`config.mk`:
```
export PLATFORM = sky130hd
export DESIGN_NAME = lud_ram
export DESIGN_NICKNAME = d
export VERILOG_FILES = /design/src/hw/rtl/lud_ram.sv
export SDC_FILE = /design/constraint.sdc
export NUM_CORES = 2
export LEC_CHECK = 0
export BUFFER_PORTS_ARGS = -buffer_cell sky130_fd_sc_hd__buf_2
export CAP_MARGIN = 10
export CORE_MARGIN = 5
export CORE_UTILIZATION = 65
export CTS_CLUSTER_DIAMETER = 60
export DETAILED_ROUTE_END_ITERATION = 8
export GPL_ROUTABILITY_DRIVEN = 0
export PLACE_DENSITY = 0.92
export SYNTH_ARGS = -nofsm -noshare
export SYNTH_HDL_FRONTEND = slang
export SYNTH_SLANG_ARGS = --single-unit
```
`constraint.sdc`:
```
create_clock -name i_clk -period 6.82 [get_ports i_clk]
set_clock_uncertainty 0.05 [all_clocks]
set_input_delay 2.046 -clock i_clk [delete_from_list [all_inputs] [get_ports i_clk]]
set_output_delay 2.046 -clock i_clk [all_outputs]
set_load 0.03 [all_outputs]
```
`src/hw/rtl/lud_ram.sv`:
```
// ----------------------------------------------------------------------------
// lud_ram
// Generic simple dual-port RAM: one write port, one read port, registered read.
// ----------------------------------------------------------------------------
module lud_ram #(
    parameter int WIDTH = 32,
    parameter int DEPTH = 64
) (
    input  logic                     i_clk,
    input  logic                     i_we,
    input  logic [$clog2(DEPTH)-1:0] i_waddr,
    input  logic [WIDTH-1:0]         i_wdata,
    input  logic [$clog2(DEPTH)-1:0] i_raddr,
    output logic [WIDTH-1:0]         o_rdata
);

    logic [WIDTH-1:0] r_mem [DEPTH];
    logic [WIDTH-1:0] r_rdata;

    always_ff @(posedge i_clk) begin
        if (i_we) begin
            r_mem[i_waddr] <= i_wdata;
        end
        r_rdata <= r_mem[i_raddr];
    end

    assign o_rdata = r_rdata;

endmodule

```
==> reports/qor.txt <==
Rel. slew slack: 0.0830
Family with the most delay on the worst path: simple AND/OR/NAND/NOR gates
Die X: 358 um
Root Buffer: clkbuf_16
H-tree Lvls: 4
Final Cycle Share: 0.696
Syn Inst Count: 3324
LEAKAGE: 27.6 nW
Post-layout util: 0.735
Clock sinks: 2080
Min cycle time layout: 4.75 ns
Hold wc startpoint: r_mem[28][8]$_DFFE_PP_
Clk Latency, worst-skew pair: 0.82 ns
CTS Buf Count: 191
Worst Path Arrival: 5.16 ns
CTS resizes: 0
First-pass GRT wire length: 339000 um
IO Port Bufs: 77
Yosys reg bits: 2080
Post-CTS Hold Buffers: 0
Post-Route WL: 245000 um
Rows: 127
Sequential fraction of the synthesis area: 0.791
Synth area leader: edfxtp_1
DRC viols: 0
Max-slew violations: 0
Worst-path clk slew: 0.06 ns
Post-synthesis async set-or-reset flop share: 0
CP bufs+invs: 2
Outcome: finished clean
Mapped cell area: 78500 um2
Post-synth top area share: 0.783
Die Area: 128000 um2
Setup violators final: 0
Syn_nets: 3370
First-pass iteration count of the detailed router: 6
Total GRT Usage: 0.390
Pin count of the biggest net entering global routing: 85
Layout cells sized above 1: 0.299
Critical Path Source: i_waddr[2]
Vias in the first global route: 42.9k
CP Cell Sequence: buf_2, nor2_1, nand3_1, nor2_4, buf_4
Synth warn: 0
Slowest cell on the critical path: nor2_4
Most instantiated cells after synthesis: 2048 x edfxtp_1, 544 x mux4_2, 137 x nor2_1, 93 x mux2i_1, 84 x o22ai_1
Pwr Density: 301 nW/um2
Hold Violations, Final: 0
RSZ-0062 raised after global routing: no
Antenna-violating nets left: 0
Drt wl/cell: 46.0 um
# Post-CTS Setup Buffers: 0
Crit end category: flop
Initial Util: 0.654
VDD IR max: 0.000246 V
Top area cells in the synthesized netlist: edfxtp_1 78%, mux4_2 16%, mux2i_1 1.2%
Core ar.: 120000 um2
Max_cap viols: 0
Max Fanout on Critical Path: 19
FMAX: 211 MHz
RR Startpoint: r_mem[18][13]$_DFFE_PP_
Starting DRT DRC Count: 8990
Setup TNS: 0 ns
Actual slew at the worst max-slew pin: 1.38 ns
Layout Nets: 3588
Total number of vias: 43.1k
Delay of the slowest cell on the worst path: 1.26 ns
TritonCTS clock tree: done
Most common cell in the netlist: edfxtp_1
Total gr overflow: 0
Synthesis-to-layout area growth: 12.2%
Main synth FF type: edfxtp_1
Crit Path Class: in2reg
CP Launch Type: primary input
DP HPWL: 126000 um
Initial antenna violation count: 17
Syn_area_per_cell: 23.6 um2
EDFF count, synth: 2048
Count of cell types in the netlist: 34
Vias per Instance: 8.09
Worst hold path class: reg2reg
I/O pins: 78
Die height: 358 um
Worst path required time: 7.23 ns
Max Root-Sink Buffers: 3
==> cell type report <==
cell class	count	area, um2
flip-flops and latches	2080	62100
fillers	5645	31900
well taps	1612	2020
repair buffers	207	1720
clock buffers	272	5480
clock inverters	87	768
diodes	11	27.5
multi-input cells	1062	16000
==> per-stage QoR <==
step	total power [W]	std cells	hold slack (ns)	setup WS [ns]	cell area (um2)
after global routing	0.0271	5321	0.790	2.26	88100
after detailed placement	0.0158	4949	0.692	1.67	81600
after global placement	0.0157	4949	0.659	1.75	81600
after CTS	0.0265	5308	0.730	2.38	87900
final	0.0266	5331	0.736	2.07	88100
after floorplan	0.0152	3324	0.613	1.56	78500
==> state kept, by name (all words and copies together) (netlist names) <==
| name | cells |
|---|---|
| o_rdata | 32 |
| r_mem | 2048 |
==> worst paths after layout <==
kind	to	slack (ns)	depth (start not counted)
worst max-delay path	r_mem[33][31]$_DFFE_PP_	2.07	5
worst min register to register	o_rdata[8]$_DFF_P_	0.74	4
worst min-delay path	o_rdata[8]$_DFF_P_	0.74	4
worst max register to register	o_rdata[13]$_DFF_P_	4.07	4
==> power by group <==
group	internal [W]	switching, W
Combinational	0.000482	0.000933
Clock	0.00601	0.00492
Sequential	0.0142	0.0000789
Total	0.0206	0.00593
==> cell families after synthesis <==
kind of cell	synth area share
buffers and inverters	0.0113
multiplexers	0.168
AND/OR/NAND/NOR	0.0127
flip-flops	0.791
AO/OA/AOI/OAI	0.0167
==> routing by layer <==
layer / routed length, um / vias up / share of wire / global-route usage
met5: 85 / - / 0.00035 / 0
met4: 21800 / 14 / 0.089 / 0.255
met3: 36600 / 1338 / 0.15 / 0.116
met2: 116000 / 5573 / 0.47 / 0.606
met1: 70900 / 21489 / 0.29 / 0.486
li1: - / 14717 / - / -
==> tightest hold or removal path: stages (launching register included) <==
cell and delay (ns):
edfxtp_1 0.32, mux2i_1 0.06, nand2_1 0.06, a311oi_1 0.08, nor3_1 0.20
==> cells in the final DEF, fill, tap and decap left out, types with 3 or more instances in the layout <==
master        n
nand3_1       5
and3_1        4
a311oi_1      8
nand3b_1      5
or3b_2        3
o22ai_1      84
buf_4       105
mux2i_1      93
o221ai_1     27
mux4_2      544
bufinv_16    10
buf_2        73
diode_2      11
or3_1         3
inv_6         5
a21oi_1      62
buf_8         3
clkinv_1     23
edfxtp_1   2048
nor2_1       75
dfxtp_1      32
clkbuf_1     48
a22oi_1      12
a41o_1        4
nor2b_1      15
nor2_4       62
nand2b_1      7
o32ai_1       4
inv_16        4
nor3_1        5
clkinv_2     41
clkbuf_16   197
nand2_1      26
clkbuf_8     27
buf_12       26
Power figures use the tool's default switching activity.
