==> src/hw/rtl/lud_pkg.sv <==
// ----------------------------------------------------------------------------
// lud_pkg
// Shared constants, types and saturation helper for the LU decomposition block.
// ----------------------------------------------------------------------------
package lud_pkg;

    // matrix geometry
    localparam int MAX_DIM   = 8;
    localparam int IDX_W     = $clog2(MAX_DIM);
    localparam int ADDR_W    = 2 * IDX_W;
    localparam int RAM_DEPTH = 2 ** ADDR_W;
    localparam int DIM_W     = 4;
    localparam int OUT_IDX_W = 3;

    // Q16.16 data
    localparam int          DATA_W  = 32;
    localparam int          FRAC_W  = 16;
    localparam logic [31:0] ONE_Q16 = 32'h0001_0000;

    // divider: 48-bit magnitude dividend, one quotient bit per cycle
    localparam int DIV_STEPS = DATA_W + FRAC_W;
    localparam int DIV_CNT_W = $clog2(DIV_STEPS);

    // output word layout
    localparam int TDATA_W = 104;

    typedef struct packed {
        logic [31:0] val;
        logic        ovf;
    } t_sat;

    typedef struct packed {
        logic        start;
        logic [31:0] num;
        logic [31:0] den;
    } t_div_req;

    typedef struct packed {
        logic        done;
        logic [31:0] quo;
        logic        ovf;
    } t_div_res;

    // clamp a wide signed value into the signed 32-bit range
    function automatic t_sat sat32(input logic signed [48:0] v);
        t_sat r;
        r.ovf = 1'b1;
        if (v > 49'sd2147483647) begin
            r.val = 32'h7FFF_FFFF;
        end else if (v < -(49'sd2147483648)) begin
            r.val = 32'h8000_0000;
        end else begin
            r.val = v[31:0];
            r.ovf = 1'b0;
        end
        return r;
    endfunction

endpackage

==> src/hw/rtl/lud_div.sv <==
// ----------------------------------------------------------------------------
// lud_div
// Q16.16 divider: (num * 2^16) / den truncated toward zero, saturated.
// Restoring radix-2, one quotient bit per cycle.
// ----------------------------------------------------------------------------
module lud_div (
    input  logic              i_clk,
    input  logic              i_rst_n,
    input  lud_pkg::t_div_req i_req,
    output lud_pkg::t_div_res o_res
);

    logic                              r_busy;
    logic                              r_done;
    logic [lud_pkg::DIV_CNT_W-1:0]     r_cnt;
    logic [31:0]                       r_rem;
    logic [lud_pkg::DIV_STEPS-1:0]     r_dvd;
    logic [lud_pkg::DIV_STEPS-1:0]     r_quo;
    logic [31:0]                       r_den;
    logic                              r_neg;

    logic [32:0]         rem_sh;
    logic                rem_ge;
    logic [32:0]         rem_nx;
    logic [31:0]         num_abs;
    logic [31:0]         den_abs;
    logic signed [48:0]  quo_signed;
    lud_pkg::t_sat       quo_sat;

    // magnitudes of the operands
    assign num_abs = i_req.num[31] ? (~i_req.num + 32'd1) : i_req.num;
    assign den_abs = i_req.den[31] ? (~i_req.den + 32'd1) : i_req.den;

    // one restoring step
    assign rem_sh = {r_rem, r_dvd[lud_pkg::DIV_STEPS-1]};
    assign rem_ge = (rem_sh >= {1'b0, r_den});
    assign rem_nx = rem_ge ? (rem_sh - {1'b0, r_den}) : rem_sh;

    always_ff @(posedge i_clk) begin
        if (!i_rst_n) begin
            r_busy <= 1'b0;
            r_done <= 1'b0;
            r_cnt  <= '0;
        end else begin
            r_done <= 1'b0;
            if (i_req.start) begin
                r_busy <= 1'b1;
                r_cnt  <= '0;
                r_rem  <= '0;
                r_dvd  <= {num_abs, {lud_pkg::FRAC_W{1'b0}}};
                r_quo  <= '0;
                r_den  <= den_abs;
                r_neg  <= i_req.num[31] ^ i_req.den[31];
            end else if (r_busy) begin
                r_rem <= rem_nx[31:0];
                r_dvd <= {r_dvd[lud_pkg::DIV_STEPS-2:0], 1'b0};
                r_quo <= {r_quo[lud_pkg::DIV_STEPS-2:0], rem_ge};
                r_cnt <= r_cnt + 1'b1;
                if (r_cnt == lud_pkg::DIV_CNT_W'(lud_pkg::DIV_STEPS - 1)) begin
                    r_busy <= 1'b0;
                    r_done <= 1'b1;
                end
            end
        end
    end

    // apply sign and clamp
    assign quo_signed = r_neg ? (49'sd0 - $signed({1'b0, r_quo})) : $signed({1'b0, r_quo});
    assign quo_sat    = lud_pkg::sat32(quo_signed);

    assign o_res.done = r_done;
    assign o_res.quo  = quo_sat.val;
    assign o_res.ovf  = quo_sat.ovf;

endmodule

==> config.mk <==
export PLATFORM = sky130hd
export DESIGN_NAME = lud_div
export DESIGN_NICKNAME = d
export VERILOG_FILES = /design/src/hw/rtl/lud_pkg.sv /design/src/hw/rtl/lud_div.sv
export SDC_FILE = /design/constraint.sdc
export NUM_CORES = 1
export LEC_CHECK = 0
export ABC_CLOCK_PERIOD_IN_PS = 4400
export BUFFER_PORTS_ARGS = -buffer_cell sky130_fd_sc_hd__clkbuf_2
export CORE_ASPECT_RATIO = 0.75
export CORE_UTILIZATION = 31
export CTS_BUF_LIST = sky130_fd_sc_hd__clkbuf_16
export CTS_CLUSTER_SIZE = 10
export DETAILED_ROUTE_END_ITERATION = 10
export HOLD_SLACK_MARGIN = 0.12
export PLACE_DENSITY = 0.61
export REMOVE_ABC_BUFFERS = 1
export SKIP_LAST_GASP = 1
export SYNTH_ARGS = -nofsm -noshare
export SYNTH_HDL_FRONTEND = slang
export SYNTH_SLANG_ARGS = --single-unit
==> constraint.sdc <==
create_clock -name i_clk -period 4.4 [get_ports i_clk]
set_clock_uncertainty 0.2 [all_clocks]
set_input_delay 0.22 -clock i_clk [delete_from_list [all_inputs] [get_ports i_clk]]
set_output_delay 0.22 -clock i_clk [all_outputs]
set_load 0.005 [all_outputs]
==> run summary, run 1 <==
Of the synthesized area, sequential elements account for between 40% and 50%. The layout has around 3500 filler cells. The number of antenna diodes in the final layout is 0.

The number of nets with antenna violations after detailed routing came out at 0. The maximum fanout along the worst path is 6. Leaving out fill and tap cells, the most frequent cell in the layout is sky130_fd_sc_hd__edfxtp_1. The static leakage power came out at 5.37 nW. After synthesis, the largest area contributor takes up 39.6% of total cell area.

Counting tap cells, the placed design contains a total of approximately 1700 instances. The critical path's top delay family is simple AND/OR/NAND/NOR gates. In this run, synthesis inferred about 150 flip-flops with an integrated enable.

Max-cap violations in this run came to 0. The insertion delay of the later-clocked pin in the worst-skew pair is roughly 430 ps. The total clock buffers created by CTS is 17. The full die area is about 36000 µm². The count of unique library cells instantiated by Yosys came out at 75.

The largest single stage delay on the critical path is approximately 550 ps. After synthesis, the mean cell area works out to 9.46 µm². The depth of the worst register-to-register path came out at 11. The synthesized instance count is 1164. The remaining design rule violation count came out at 16. The fraction of power consumed by sequential logic is 40.7%. The sequential standard cell area came out at ~4500 µm².

CTS built an H-tree with a depth of 4. The critical path contains buffers and inverters numbering 3 combined. The routed layout has 9578 vias.

The number of endpoints with negative hold slack in the final report came out at 0. The clock tree buffer depth is 2. In this run, the combinational gates consume between 20% and 30% of the power. Dividing the final minimum period by the clock period gives 107%.

The most instantiated flip-flop cell in the synthesis netlist is sky130_fd_sc_hd__edfxtp_1. After detailed routing, the number of vias per cell comes to about 5.2. The mapped netlist covers approximately 11000 µm². Clock tree synthesis found a total of approximately 150 sinks. The switching power as a share of total power came out at 29.8%. The post-detailed-route wirelength per cell is ~16 µm. The achievable frequency came out at 0.212 GHz.

The number of cells traversed by the worst hold path came out at 2. The net switching power came out at around 1.3 mW. The final core utilization is 39.9%.

TritonCTS built the clock tree. Setup repair after global routing could not meet its margin everywhere. The count of yosys warnings during synthesis came out at 0. The internal power of the cells came out at around 3.1 mW. The slowest library cell on the worst path is sky130_fd_sc_hd__or4_4.

The die is 220 µm wide. Clock-pin slew was measured on the worst setup and hold paths at approximately 60 ps. The detailed router finished its first iteration with 785 violations.

The number of pins exceeding their max-slew limit in the final report was 0. The number of antenna violations at the first check in global routing is 0. Data arrives at the worst endpoint at ~4300 ps. The area growth from synthesis to layout came out at 26.2%.

Entering global routing, the biggest net connects 76 pins. The total global-route track usage came out at between 10% and 20%. The number of top-level pins came out at 101. The worst ir drop on vdd came out at between 0.00015 and 0.0002 V. The via count of the first global-routing pass was ~9300. The largest area contributor in the netlist is sky130_fd_sc_hd__edfxtp_1. The max-slew headroom at the worst pin is 38.4%. STA classifies the critical path startpoint as a flip-flop. The checks that failed: DRC, setup timing.

The count of endpoints failing setup in the final report came out at 32. The setup slack after layout is -313 ps. At the end of routability-driven placement, the weighted congestion stood at 0.887. The flow ran to the end, but the final reports show violations. The tree is rooted in a sky130_fd_sc_hd__clkbuf_16. Ranked by total cell area, the synthesized netlist is headed by sky130_fd_sc_hd__edfxtp_1 40%, sky130_fd_sc_hd__xnor2_1 6.1%, sky130_fd_sc_hd__xor2_1 4.6%.

In this run, synthesis produced a sequential element count of between 150 and 200. The total wire length is just under 30000 µm. The vertical die dimension came out at between 150 and 200 µm. The critical path is of the reg2out type. The endpoint kind of the worst setup timing path is an output port. At the pin with the least slew margin, the transition time is slightly above 900 ps. The starting density of the core came out at between 30% and 40%. The count of input and output buffers came out at 100.

The placeable core region is 34800 µm². For this run, the detailed router's first-pass iteration total came to 8. Counting stages on the worst path, the most repeated cell is sky130_fd_sc_hd__or4_4.

The filler-free cell count of the finished design is between 1500 and 2000. The library cells used most frequently in the layout, excluding fill and tap cells, are 145 x sky130_fd_sc_hd__edfxtp_1, 113 x sky130_fd_sc_hd__nor2_1, 93 x sky130_fd_sc_hd__clkbuf_2. Counting flops with an async set or reset pin after synthesis yields a share of 0%. The cell depth of the worst setup path is 13.

The worst path in the final design needs a cycle of between 4000 and 5000 ps, including I/O delays and setup. Once detailed placement completed, the half-perimeter wirelength came to 20400 µm. The areal power density over the cells came out at about 320 nW/µm².

The multi-input combinational cells in the finished layout cover a total of about 6200 µm². The total number of placement rows is 59. The total congestion overflow came out at 0. The final layout contains roughly 1500 nets.

The fraction of layout cells with a size suffix above 1 came out at around 17%. The path class of the tightest hold or removal check is in2reg. The wire length of the first global-routing pass came out at 47400 µm. The worst hold slack after final layout is about 200 ps. The data required time at the worst endpoint is just under 4000 ps. The part of the power in the clock network is 32.2%. Traced cell by cell, the critical path runs through inv_1 -> ha_2 -> nand2b_1 -> or4_4 -> or4_4 -> o21a_1 -> or4_4 -> a2111oi_4 -> and4_4 -> buf_6 -> a21oi_1 -> a31oi_1 -> buf_2.
final cells by class:
| class | count | share of cell area, % |
|---|---|---|
| clock buffers | 17 | 3.06 |
| clock inverters | 15 | 0.982 |
| inverters | 59 | 1.59 |
| multi-input cells | 891 | 44.6 |
| flip-flops and latches | 153 | 32.5 |
| well taps | 457 | 4.12 |
| repair buffers | 245 | 13.2 |
power by group through the flow:
stage          registers (mW)  clock network [mW]  logic [mW]
6_report                 1.80                1.43        1.20
2_1_floorplan            1.84                   0       0.744
5_1_grt                  1.82                1.52        1.33
3_5_place_dp             1.83                   0        1.09
3_3_place_gp             1.83                   0        1.08
4_1_cts                  1.80                1.46        1.18
state kept, by name, summed over array words and instances (netlist names):
| signal | flops |
|---|---|
| r_neg | 1 |
| r_done | 1 |
| r_den | 32 |
| r_dvd | 32 |
| r_quo | 48 |
| r_rem | 32 |
| r_busy | 1 |
| r_cnt | 6 |
synthesized netlist by cell type (4+ instances only):
cell type,instances
sky130_fd_sc_hd__buf_1,7
sky130_fd_sc_hd__or2_2,12
sky130_fd_sc_hd__o41ai_1,18
sky130_fd_sc_hd__o21ai_1,5
sky130_fd_sc_hd__nand4_1,14
sky130_fd_sc_hd__or4_1,19
sky130_fd_sc_hd__edfxtp_1,145
sky130_fd_sc_hd__nor4b_1,4
sky130_fd_sc_hd__nor2_1,113
sky130_fd_sc_hd__o21a_1,12
sky130_fd_sc_hd__clkbuf_1,47
sky130_fd_sc_hd__nand2_1,66
sky130_fd_sc_hd__nor4_1,22
sky130_fd_sc_hd__and4_1,7
sky130_fd_sc_hd__xor2_1,58
sky130_fd_sc_hd__nand3_1,16
sky130_fd_sc_hd__and2_1,6
sky130_fd_sc_hd__or3_1,13
sky130_fd_sc_hd__a31oi_1,13
sky130_fd_sc_hd__a211oi_1,7
sky130_fd_sc_hd__ha_1,36
sky130_fd_sc_hd__a21o_1,12
sky130_fd_sc_hd__xnor2_1,77
sky130_fd_sc_hd__o31ai_1,24
sky130_fd_sc_hd__inv_1,57
sky130_fd_sc_hd__nand4b_1,5
sky130_fd_sc_hd__a21oi_1,80
sky130_fd_sc_hd__mux2i_1,31
sky130_fd_sc_hd__dfxtp_1,8
sky130_fd_sc_hd__nand2b_1,16
sky130_fd_sc_hd__a2bb2oi_1,4
sky130_fd_sc_hd__and3_1,18
sky130_fd_sc_hd__o221a_1,8
sky130_fd_sc_hd__nor3_1,18
sky130_fd_sc_hd__a21boi_0,4
sky130_fd_sc_hd__o21ai_0,51
sky130_fd_sc_hd__a221oi_1,4
sky130_fd_sc_hd__nor2b_1,42
metrics by stage:
stage / TNS [ps] / power [mW] / worst slack (ps) / cell area [µm²]
2_1_floorplan: -751 / 2.58 / -84.6 / 10700
3_3_place_gp: 0 / 2.90 / 49.3 / 12200
3_5_place_dp: -391 / 2.92 / -47.3 / 12200
4_1_cts: -6800 / 4.44 / -275 / 13800
5_1_grt: -11880 / 4.66 / -424 / 13900
6_report: -7690 / 4.43 / -313 / 13900
timing repair:
action                     4_1_cts  5_1_grt
setup endpoints to repair       32       34
resized for setup               24       27
gates cloned                     3        0
pin swaps                       12        9
setup buffers                    7        2
hold buffers                    80        0
hold endpoints to repair        71        0
worst reg2reg max path: stages (launching register included):
cell                       delay, ps
sky130_fd_sc_hd__edfxtp_1        420
sky130_fd_sc_hd__ha_1            330
sky130_fd_sc_hd__nor2b_1         150
sky130_fd_sc_hd__o31ai_1         460
sky130_fd_sc_hd__a211oi_1        210
sky130_fd_sc_hd__o21a_1          260
sky130_fd_sc_hd__o21ai_0         320
sky130_fd_sc_hd__nor2_1           90
sky130_fd_sc_hd__a2111o_1        420
sky130_fd_sc_hd__buf_4           250
sky130_fd_sc_hd__or2_2           310
sky130_fd_sc_hd__a21oi_1         130
worst paths after layout:
path                                 from        end  slack, ps
worst max-delay path             r_quo[0]   o_res[9]       -310
worst min-delay path            i_req[64]  r_dvd[27]        200
worst max register to register   r_rem[0]  r_rem[15]        710
worst min register to register   r_cnt[5]   r_cnt[5]        290
metal layers:
layer / global-route usage, % / share of wire [%]
met5: 0 / 0
met4: 3.20 / 0.52
met3: 2.64 / 5.0
met2: 25.3 / 43
met1: 23.8 / 51
cell families after synthesis:
logic type	Yosys count	synth area share (%)
DFF	153	41.0
adders and majority gates	37	4.27
xor gates and xnor gates	135	10.7
muxes	31	2.82
buffers and inverters	121	4.43
AOI/OAI and AO/OA	287	17.6
and+or+nand+nor	400	19.1
(Power assumes the default switching activity.)
==> run 2, diff against run 1 <==
--- a/config.mk
+++ b/config.mk
@@ -8,12 +8,12 @@
 export ABC_CLOCK_PERIOD_IN_PS = 4400
 export BUFFER_PORTS_ARGS = -buffer_cell sky130_fd_sc_hd__clkbuf_2
 export CORE_ASPECT_RATIO = 0.75
-export CORE_UTILIZATION = 31
+export CORE_UTILIZATION = 50
 export CTS_BUF_LIST = sky130_fd_sc_hd__clkbuf_16
 export CTS_CLUSTER_SIZE = 10
 export DETAILED_ROUTE_END_ITERATION = 10
 export HOLD_SLACK_MARGIN = 0.12
-export PLACE_DENSITY = 0.61
+export PLACE_DENSITY = 0.84
 export REMOVE_ABC_BUFFERS = 1
 export SKIP_LAST_GASP = 1
 export SYNTH_ARGS = -nofsm -noshare
==> run 2 against run 1 <==
Compared with the run above: the flow finishes with violations (setup timing); hold slack better by 28 ps; non-clock buffer count up 2; fmax increased by 2.3%; first-iteration DRC count grew 19%; via count up 3.9%; worst setup slack improved by 110 ps; largest cell class unchanged; critical endpoint is now o_res[17]; clock power about the same; combinational power hardly changed; sequential power is essentially flat; global-route usage rose by 9.7 points; count of clock-buffer cells in the layout unchanged.
==> run summary, run 2 (same netlist as run 1, synthesis figures left out) <==
The flow ran to the end, but the final reports show violations. The final reports fail on setup timing. For this run, the detailed router's first-pass iteration total came to 6. Detailed placement finished with a half-perimeter wire length of around 20000 µm. CTS built an H-tree with a depth of 4.

The filler cells instantiated in the layout total 1673. Port buffering added 100 buffers. The library cell used most frequently in the layout, excluding fill and tap cells, is sky130_fd_sc_hd__edfxtp_1. The core region is between 20000 and 25000 µm². The cell that appears most often on the critical path is sky130_fd_sc_hd__or4_4.

The areal power density over the cells is roughly 320 nW/µm². For hold timing, the worst endpoint is r_quo[2]. The count of nets left with antenna violations once routing finished came out at 0. The class of the most critical setup path is reg2out. In the layout the commonest cells are 145 x sky130_fd_sc_hd__edfxtp_1, 113 x sky130_fd_sc_hd__nor2_1, 99 x sky130_fd_sc_hd__clkbuf_2. The stage delay of the slowest cell on the critical path came out at between 500 and 600 ps. The multi-input gate area in the final layout is just over 6000 µm². The number of nets in the layout came out at around 1500. After global routing the overflow that remains totals 0. In this run, the clock network consumes 31.8% of the power.

The fraction of layout cells with a size suffix above 1 came out at between 10% and 20%. The number of flip-flops in the largest register is between 40 and 50. The fraction of power consumed by sequential logic is around two fifths.

The final weighted congestion in routability-driven placement came out at 0.910. The post-detailed-route wirelength per cell came out at about 18 µm. TritonCTS built the clock tree. The number of antenna violations at the first check in global routing is 0. For this design the top-level I/O count stands at 101. The worst setup path is launched from a flip-flop.

The area growth from synthesis to layout is 24.4%. The number of pins exceeding their max-slew limit in the final report is 0. Ranked by flip-flop count, first place goes to r_quo.

The launching point of the worst reg2reg path is r_rem[14]. The via count of the first global-routing pass came out at ~9400. The total wire length came out at between 20000 and 30000 µm. The count of inserted antenna diode cells is 0. Setup repair after global routing could not meet its margin everywhere.

Across all setup checks in the final design, the least slack found is -208 ps. The number of clock sinks is approximately 150. The remaining design rule violation count is 0. For the worst flop-to-flop path, the logic depth is 11. In this run, the combinational gates consume between 20% and 30% of the power.

From left edge to right edge, the die measures ~170 µm. Counting instances, the worst hold path has a depth of 2. The worst register-to-register path ends at r_rem[15]. The internal power of the cells came out at around 3.0 mW.

For this run, the top clock speed supported by timing is between 0.2 and 0.25 GHz. The detailed router finished its first iteration with approximately 940 violations. The detailed router placed between 9000 and 10000 vias in this run. The net switching power came out at approximately 1.4 mW.

The maximum fanout along the worst path is 6. The switching power as a share of total power came out at between 30% and 40%. The number of endpoints with negative hold slack in the final report came out at 0. For this design the static power due to leakage is ~5.4 nW. The worst hold slack after final layout came out at around 230 ps. The clock tree buffer depth is 2. The sequential standard cell area is roughly 4500 µm². The sum of internal, switching and leakage power came out at 4.43 mW. The slowest library cell on the worst path is sky130_fd_sc_hd__or4_4. The per-cell via count in the routed design came out at around 6.0. For this configuration, the core starts out at a cell density of about half.

The slew at the pin closest to its max-slew limit came out at around 800 ps. Data arrives at the worst endpoint at approximately 4200 ps. The worst-case register-to-register setup slack came out at 640 ps. The signal on the critical path passes through or4_4 -> or4_4 -> or4_4 -> buf_6 -> o41ai_4 -> xor2_1 -> nand4_1 -> a211o_1 -> or3_4 -> o221a_1 -> clkbuf_2. STA classifies the critical path endpoint as an output port. The insertion delay of the later-clocked pin in the worst-skew pair is around 440 ps.

The vertical die dimension is 131 µm. The startpoint identified for the worst hold timing path is i_req[64]. Entering global routing, the biggest net connects 87 pins. The filler-free cell count of the finished design is ~1700. Including well taps, the total number of placed cells is around 1500. Setup violations remaining at the end of the flow were counted as 32. The total global-route track usage is approximately a quarter.

The worst path uses 105% of the clock period. The full die area came out at about 23000 µm². CTS placed an instance of sky130_fd_sc_hd__clkbuf_16 at the clock tree root.

The worst path in the final design needs a cycle of 4610 ps, including I/O delays and setup. The total number of placement rows is 46. The worst pin sits at a relative slew slack of 47.0%. For the worst setup path, the data required time is slightly below 4000 ps. The max capacitance violation total came out at 0. The total clock buffers created by CTS came out at 17. The register clock-pin slew on the reported worst setup and hold paths came out at around 70 ps.

The path class of the tightest hold or removal check is in2reg. The first global-routing pass estimated between 40000 and 50000 µm of wire. The worst-case IR drop observed on VDD is about 0.00020 V.

The final core utilization came out at between 60% and 70%.
==> run 2: cell types whose count changed in the layout (fill, tap and decap cells not counted), sizes merged <==
cell         change
buf              -5
bufinv           -2
clkbuf           +6
clkinv           +1
clkinvlp         +1
dlygate4sd3      +1
==> run 2: layer usage <==
layer / GRT usage [%] / part of all wire (%)
met1: 35.1 / 45
met2: 43.3 / 47
met3: 4.95 / 6.6
met4: 6.66 / 1.3
met5: 0 / 0
==> run 2: critical path: cells and delay by family, from the launching register on <==
kind                      cells  cell delay (ps)
AOI/OAI and AO/OA             3              830
xor gates and xnor gates      1              230
and+or+nand+nor               5             2050
DFF                           1              380
buffers and inverters         2              260
==> run 2: power by group through the flow <==
stage / Sequential, mW / Combinational [mW] / Clock (mW)
detailed placement: 1.83 / 1.09 / 0
floorplan: 1.84 / 0.744 / 0
finish: 1.80 / 1.21 / 1.41
global placement: 1.83 / 1.05 / 0
CTS: 1.80 / 1.18 / 1.43
global route: 1.82 / 1.32 / 1.49
==> run 2: area by class of cell <==
class	count	share of cell area (%)
flip-flops and latches	153	33.0
inverters	59	1.62
repair buffers	247	13.4
clock inverters	15	0.987
multi-input cells	891	45.3
well taps	288	2.63
clock buffers	17	3.11
==> run 2: repair_timing <==
action,in CTS,in global routing
pin swaps,15,11
setup buffers,5,8
hold buffers,81,0
gates cloned,2,1
endpoints found under the hold margin,71,0
resized for setup,25,21
endpoints found under the setup margin,32,33
==> run 2: per-stage QoR <==
stage | cell area (µm²) | setup TNS (ps) | setup slack, ps
4_1_cts | 13500 | -5240 | -256
3_3_place_gp | 12000 | 0 | 54.7
3_5_place_dp | 12000 | -259 | -42.3
6_report | 13700 | -4720 | -208
2_1_floorplan | 10700 | -751 | -84.6
5_1_grt | 13700 | -8130 | -317
==> run 2: worst max-delay path by stage <==
stage,from,endpoint,cells after the start
floorplan,r_quo[10],o_res[11],9
global placement,r_quo[12],o_res[11],11
detailed placement,r_quo[12],o_res[29],11
CTS,r_quo[13],o_res[29],11
global route,r_quo[13],o_res[24],13
finish,r_quo[13],o_res[17],11
